===== src/rtl/ucar_pkg.sv =====
// ---------------------------------------------------------------------------
// ucar_pkg: shared types, constants and helpers for the uplift curve block
// Holds the fixed-point widths, the codes used by the sequencer and the
// saturating helpers that the sequencer uses.
// ---------------------------------------------------------------------------
`default_nettype none

package ucar_pkg;

  localparam int FRAC_BITS = 16;
  localparam int WT_W      = 48;
  localparam int ACC_W     = 64;
  localparam int WIDE_W    = 128;
  localparam int DEN_W     = 2 * WT_W;
  localparam int MUL_STEPS = WT_W;
  localparam int DIV_STEPS = WIDE_W;
  localparam int CNT_W     = $clog2(DIV_STEPS);

  localparam logic [WT_W-1:0]  WMAX     = {WT_W{1'b1}};
  localparam logic [ACC_W-1:0] INT64MAX = {1'b0, {(ACC_W-1){1'b1}}};
  localparam logic [ACC_W-1:0] TERM_MAX = 64'd1 << 61;

  localparam logic [1:0] TR_CONTROL = 2'd1;
  localparam logic [1:0] TR_TREATED = 2'd2;

  localparam logic [1:0] ST_OK       = 2'd0;
  localparam logic [1:0] ST_BAD_TR   = 2'd1;
  localparam logic [1:0] ST_ZERO_GRP = 2'd2;
  localparam logic [1:0] ST_ORDER    = 2'd3;

  typedef enum logic {MDU_MUL, MDU_DIV} mdu_op_t;

  typedef struct packed {
    logic    start;
    mdu_op_t op;
  } mdu_req_t;

  typedef struct packed {
    logic busy;
    logic done;
  } mdu_rsp_t;

  typedef enum logic [3:0] {
    S_IDLE, S_CHECK, S_ACC, S_END, S_CGO, S_CWAIT,
    S_FIN, S_FGO, S_FWAIT, S_COMB, S_EMIT
  } seq_state_t;

  function automatic logic signed [ACC_W-1:0] sat_add64(input logic signed [ACC_W-1:0] a,
                                                       input logic signed [ACC_W-1:0] b);
    logic signed [ACC_W:0] s;
    s = $signed({a[ACC_W-1], a}) + $signed({b[ACC_W-1], b});
    if (s[ACC_W] != s[ACC_W-1]) begin
      sat_add64 = s[ACC_W] ? $signed(~INT64MAX) : $signed(INT64MAX);
    end else begin
      sat_add64 = s[ACC_W-1:0];
    end
  endfunction

  function automatic logic [WT_W-1:0] sat_addw(input logic [WT_W-1:0] a,
                                               input logic [WT_W-1:0] b);
    logic [WT_W:0] s;
    s = {1'b0, a} + {1'b0, b};
    sat_addw = s[WT_W] ? WMAX : s[WT_W-1:0];
  endfunction

  function automatic logic [ACC_W-1:0] mag64(input logic signed [ACC_W-1:0] x);
    mag64 = x[ACC_W-1] ? ACC_W'(-x) : ACC_W'(x);
  endfunction

  function automatic logic signed [ACC_W-1:0] signed_of(input logic neg,
                                                       input logic [ACC_W-1:0] m);
    signed_of = neg ? $signed(ACC_W'(-m)) : $signed(m);
  endfunction

  function automatic logic [ACC_W-1:0] wclamp(input logic [WIDE_W-1:0] x,
                                              input logic [ACC_W-1:0] mx);
    wclamp = (x > WIDE_W'(mx)) ? mx : x[ACC_W-1:0];
  endfunction

  function automatic logic [31:0] sat32(input logic signed [ACC_W-1:0] x);
    if (x > 64'sd2147483647) begin
      sat32 = 32'h7FFF_FFFF;
    end else if (x < -64'sd2147483648) begin
      sat32 = 32'h8000_0000;
    end else begin
      sat32 = x[31:0];
    end
  endfunction

endpackage

`default_nettype wire


===== src/rtl/ucar_mdu.sv =====
// ---------------------------------------------------------------------------
// ucar_mdu: shared shift-add multiplier and restoring divider
// One 128-bit adder serves both: a multiply takes one multiplier bit a cycle,
// a divide takes one quotient bit a cycle.
// ---------------------------------------------------------------------------
`default_nettype none

module ucar_mdu (
  input  wire logic                       clk,
  input  wire logic                       rst,
  input  wire ucar_pkg::mdu_req_t         req,
  input  wire logic [ucar_pkg::WIDE_W-1:0] a,
  input  wire logic [ucar_pkg::WIDE_W-1:0] b,
  output ucar_pkg::mdu_rsp_t              rsp,
  output logic [ucar_pkg::WIDE_W-1:0]     result
);
  import ucar_pkg::*;

  logic [WIDE_W-1:0] acc, x, y, rem, rs, opa, opb;
  logic [WIDE_W:0]   sum;
  logic [CNT_W-1:0]  cnt;
  logic              busy, done;
  mdu_op_t           op;

  always_comb begin
    rs  = {rem[WIDE_W-2:0], x[WIDE_W-1]};
    opa = (op == MDU_MUL) ? acc : rs;
    opb = (op == MDU_MUL) ? x : ~y;
    sum = {1'b0, opa} + {1'b0, opb} + (WIDE_W+1)'(op == MDU_DIV);
  end

  always_ff @(posedge clk) begin
    if (rst) begin
      busy <= 1'b0;
      done <= 1'b0;
    end else begin
      done <= 1'b0;
      if (req.start) begin
        busy <= 1'b1;
        op   <= req.op;
        cnt  <= (req.op == MDU_MUL) ? CNT_W'(MUL_STEPS - 1) : CNT_W'(DIV_STEPS - 1);
        acc  <= '0;
        rem  <= '0;
        x    <= a;
        y    <= b;
      end else if (busy) begin
        if (op == MDU_MUL) begin
          if (y[0]) begin
            acc <= sum[WIDE_W-1:0];
          end
          x <= x << 1;
          y <= y >> 1;
        end else begin
          x   <= x << 1;
          acc <= {acc[WIDE_W-2:0], sum[WIDE_W]};
          rem <= sum[WIDE_W] ? sum[WIDE_W-1:0] : rs;
        end
        cnt <= cnt - 1'b1;
        if (cnt == '0) begin
          busy <= 1'b0;
          done <= 1'b1;
        end
      end
    end
  end

  assign rsp.busy = busy;
  assign rsp.done = done;
  assign result   = acc;

endmodule

`default_nettype wire


===== config.mk =====
export PLATFORM = sky130hd
export DESIGN_NAME = ucar_mdu
export DESIGN_NICKNAME = d
export VERILOG_FILES = /design/src/rtl/ucar_pkg.sv /design/src/rtl/ucar_mdu.sv
export SDC_FILE = /design/constraint.sdc
export NUM_CORES = 1
export LEC_CHECK = 0
export BUFFER_PORTS_ARGS = -buffer_cell sky130_fd_sc_hd__buf_2
export CAP_MARGIN = 30
export CORE_AREA = 2 2 255 257
export DETAILED_ROUTE_END_ITERATION = 10
export DIE_AREA = 0 0 257 259
export PLACE_DENSITY = 0.85
export SYNTH_ARGS = -nofsm -noshare
export SYNTH_HDL_FRONTEND = slang
export SYNTH_SLANG_ARGS = --single-unit

===== constraint.sdc =====
create_clock -name clk -period 10.4 [get_ports clk]
set_input_delay 3.12 -clock clk [delete_from_list [all_inputs] [get_ports clk]]
set_output_delay 3.12 -clock clk [all_outputs]
set_load 0.01 [all_outputs]

Word-level counts from Yosys, hierarchy flattened

Index checks and enable logic that the tools add are counted.
Widths: inputs -> output; s select.

Bits in registers: 521
Input bits: 260
Output and inout port bits: 130
Logic and storage cells: 45

Add/sub/neg operators: 3
Equal/unequal tests: 1
Mux-type cells: 20
Bitwise gates (word level): 3
Reductions and logical operators: 10

Operators by type and width:

| kind                | count |
|---|---|
| $mux 128            | 10 |
| $mux 127            | 3 |
| $add 128x128->129   | 1 |
| $add 129x1->129     | 1 |
| $not 128->128       | 1 |
| $mux 7              | 3 |
| $reduce_and 3->1    | 3 |
| $logic_not 7->1     | 1 |
| $sub 7x1->7 const B | 1 |
| $mux 1              | 4 |
| $reduce_and 2->1    | 2 |
| $reduce_bool 2->1   | 2 |
| $reduce_bool 3->1   | 1 |
| $reduce_or 3->1     | 1 |
| $ne 2x2->1 const B  | 1 |
| $not 1->1           | 2 |

Depth between registers and ports, before layout

Word-level depth: 7
Depth in mapped cells: 22
Gate-level depth less buffers: 16

Worst setup path before layout

OpenSTA, ideal clock, no wires.

Path type: input-to-reg
From: input port req[1] (netlist bit)
To: register y[0] (enable)
Library setup time: 617 ps
Arrival: 9254 ps
Required time: 9783 ps
Slack: 528 ps
Stages on the path: 4
Buffers on the path: 2
Cells stage by stage: clkbuf_1 > clkbuf_1 > nor2_1 > nor2_1

Word-level cells in the longest chain between the ends: 2
Elaborated cells on any way between the ends: 3
Those cells by class: 1 x eq/ne; 2 x reduce/logical

RTL lines:

| what                                                             | line           | RTL |
|---|---|---|
| start, declared                                                  | ucar_mdu.sv:11 | `input wire ucar_pkg::mdu_req_t req,` |
| $ne 2x2->1 (no source line) or $reduce_bool 2->1 (tied branches) | n/a            |  |
| $reduce_and 3->1 (no source line) (*)                            | n/a            |  |
| end signal, assigned                                             | ucar_mdu.sv:52 | `y <= y >> 1;` |
| end, declared                                                    | ucar_mdu.sv:19 | `logic [WIDE_W-1:0] acc, x, y, rem, rs, opa, opb;` |

Mark *: on every way between the ends. The rest lies on a longest branch, timed or not.
A chain may end at the register's enable or synchronous reset.

Final worst setup path

From: register op
To: register rem[116], data pin

Word-level cells in the longest chain between the ends: 6
Elaborated cells on any way between the ends: 7
Those cells by class: 2 x add/sub; 5 x mux

RTL lines:

| what                               | line                           | RTL |
|---|---|---|
| start, declared                    | ucar_mdu.sv:23                 | `mdu_op_t op;` |
| start signal, assigned             | ucar_mdu.sv:40                 | `op <= req.op;` |
| $mux 128, on equally long branches | ucar_mdu.sv:27, ucar_mdu.sv:28 |  |
| $add 128x128->129                  | ucar_mdu.sv:29                 | `sum = {1'b0, opa} + {1'b0, opb} + (WIDE_W+1)'(op == MDU_DIV);` |
| $add 129x1->129 (*)                | ucar_mdu.sv:29                 |  |
| $mux 127 (*)                       | ucar_mdu.sv:56                 | `rem <= sum[WIDE_W] ? sum[WIDE_W-1:0] : rs;` |
| $mux 127 (*)                       | ucar_mdu.sv:47                 | `if (op == MDU_MUL) begin` |
| $mux 127 (*)                       | ucar_mdu.sv:46                 | `end else if (busy) begin` |
| end signal, assigned               | ucar_mdu.sv:56                 |  |
| end, declared                      | ucar_mdu.sv:19                 |  |

Mark *: on every way between the ends. The rest lies on a longest branch, timed or not. The select of a mux whose other input is x is not followed.

==> metrics <==
Post-synth EDFFs=519; DIE WIDTH=257 um; gr busiest metal=met2; status=finished, final reports clean; clk slew on worst S/H paths=0.06 ns; crit end category=flip-flop; post-route ant nets=0; RD Place Congestion=0.976; clock sink count=521; Max IR drop VDD=160 uV; root buf cell=clkbuf_16; top-count cell post-synth=edfxtp_1; share of post-route cells with drive strength above 1=25.1%; Post-Synthesis Cells=3419; met1 Use GR=37.8%; core area=0.0639 mm^2; setup bufs post-CTS=0; GR Overflow Total=0; DR DRC count=0; vias per inst=6.14; global-route wire length before repair=150000 um; slowest CP cell=buf_4; Clock Path Buffers=3; dominant cell type by area after synthesis=edfxtp_1; RR Endpoint=rem[116]; Post-synth ARST share=0%; synth top area cells=edfxtp_1 (46%), mux2_2 (13%), a21oi_1 (7.2%); Synth Net Count=3809; post-layout minimum cycle time=6.53 ns; CP Max Fanout=206; vias in the first global route=27100; WP depth=18; # hold bufs at CTS=0; Ports=390; static leakage=14.8 nW; combinational power share=33.0%; Layout area overhead=12.2%; Sw Ratio=35.2%; Mapped Area=0.0342 mm^2; H-tree Lvls=2; WL per Instance=21.3 um; ys flop type=edfxtp_1; initial drt markers=3038; vias=28000; CP bufs+invs=3; R2R depth=18; Final Setup Violations=0; CTS Buf Count=58; WP data required=10.73 ns; relative slew slack=33.0%; Cell Pwr Density=181 mW/mm^2; Initial Utilization=53.5%; Final period util=62.8%; TritonCTS clock tree=built; Port Buf Inserts=389; row cnt=93; P_sw=2.44 mW; Hold WS=0.536 ns; first drt pass iteration count=7; HP Class=reg2reg; Post-Route Setup TNS=0 ns; largest net degree at the start of global routing=207; PostCTS Resize Cnt=0; unrepaired setup endpoints after global routing=no; Worst path max stage delay=0.72 ns; Slew @ Worst Pin=1.00 ns; GRT met2 Usage=46.4%; met3 usage=5.11%; Hold Fails Final Rpt=0; All-Layer GR Usage=28.1%; Flop pwr share=38.4%; Fin Clk Skew=0.0269 ns; Internal=4.49 mW; post-synth top area share=45.6%; Slew Limit Fails=0; die height=259 um; kind of critical path=reg2reg; clock latency on the worst-skew pair=0.64 ns; library cells used by synthesis=96; R2R Setup Slk=3.87 ns; clock power share=28.6%; startpoint types=flip-flop; Mapped Avg Cell Area=9.99 um^2; min-delay src=cnt[6]; die area=0.0666 mm^2; Hold Path Stages=1; synthesis warning total=0; dpl hpwl=69600 um; crit path DAT=6.86 ns; Worst Hold Endpoint=done; max-cap violations=0; Seq/Total Area, Yosys=45.7%; Yosys reg bits=521; routed wire length=97300 um; Critical R2R Launch=op; Commonest cells post-synth=edfxtp_1 (519), nand2_1 (511), a21oi_1 (495), mux2_2 (382), nor2_1 (331); cells along the critical path=buf_12 -> nand2_1 -> o21ai_0 -> fa_1 -> inv_1 -> fa_1 -> a21o_1 -> a221oi_1 -> o211ai_1 -> nand4b_1 -> o211ai_2 -> a21oi_2 -> o31ai_4 -> a21oi_2 -> o21a_4 -> buf_4 -> or3_1 -> a21oi_1; fmax=153 MHz; Top delay family on crit path=compound AO/OA/AOI/OAI gates; NumNets Final=4049; initial antenna violation count=2
-- placed cells by master (no fill, tap or decap), types with 32 or more instances in the layout --
cell / n
ha_1: 128
mux2i_1: 56
a21oi_1: 495
buf_2: 388
mux2_2: 382
nand2_1: 511
nor3_1: 32
nor2_1: 328
nand4_1: 64
xnor2_1: 54
xor2_1: 67
clkbuf_16: 59
a21o_1: 51
o21ai_0: 118
edfxtp_1: 519
-- stage by stage --
step                      cell area, um^2  power [mW]  util, %  setup slack, ns  std cells
after global routing                38300        7.26     60.0             3.46       4561
after detailed placement            36500        4.93     57.1             3.88       4452
final                               38300        6.93     60.0             3.87       4561
after CTS                           38300        6.92     59.9             3.88       4557
after floorplan                     34200        4.32        -            0.528       3419
after global placement              36500        4.88     57.1             4.17       4450
-- power groups by stage --
stage | logic (mW) | clock network, mW | registers (mW)
2_1_floorplan | 1.62 | 0 | 2.70
3_3_place_gp | 2.19 | 0 | 2.70
3_5_place_dp | 2.23 | 0 | 2.70
4_1_cts | 2.25 | 2.01 | 2.66
5_1_grt | 2.49 | 2.09 | 2.68
6_report | 2.29 | 1.98 | 2.66
-- worst max path at each step --
stage	start	to	slack [ns]
floorplan	req[1]	y[0]	0.53
global placement	op	rem[120]	4.17
detailed placement	op	rem[123]	3.88
CTS	op	rem[123]	3.88
global route	op	rem[116]	3.46
finish	op	rem[116]	3.87
-- registers in the layout, summed over array words and instances, names as in the netlist --
signal and cells:
y 128, rem 127, cnt 7, result 128, done 1, op 1, x 128, busy 1
-- cell families after synthesis --
logic type,after synthesis,share of synthesized area [%]
AO/OA/AOI/OAI,870,15.3
XOR/XNOR,121,3.10
adder cells (fa/ha/maj),130,4.80
buffers and inverters,263,3.21
flip-flops,521,45.7
multiplexers,438,14.2
AND/OR/NAND/NOR,1076,13.7
-- layout make-up --
class                   count  area [um^2]
inverters                  31          124
diodes                      2         5.00
repair buffers            412         2250
well taps                 855         1070
flip-flops and latches    521        15600
multi-input cells        2635        17500
clock buffers              73         1530
fillers                  5194        25500
clock inverters            32          256
-- per-layer routing --
layer / up-vias / wire [um]
met5: - / 0
met4: 0 / 2680
met3: 152 / 7710
met2: 1233 / 46100
met1: 13500 / 40700
li1: 13100 / -
-- worst reg2reg max path, cell delays in order (launching register included) --
cell      delay, ns
edfxtp_1       0.47
buf_12         0.63
nand2_1        0.25
o21ai_0        0.13
fa_1           0.23
inv_1          0.06
fa_1           0.40
a21o_1         0.24
a221oi_1       0.46
o211ai_1       0.32
nand4b_1       0.22
o211ai_2       0.19
a21oi_2        0.38
o31ai_4        0.16
a21oi_2        0.32
o21a_4         0.66
buf_4          0.75
or3_1          0.29
a21oi_1        0.06
Power figures use the tool's default switching activity.
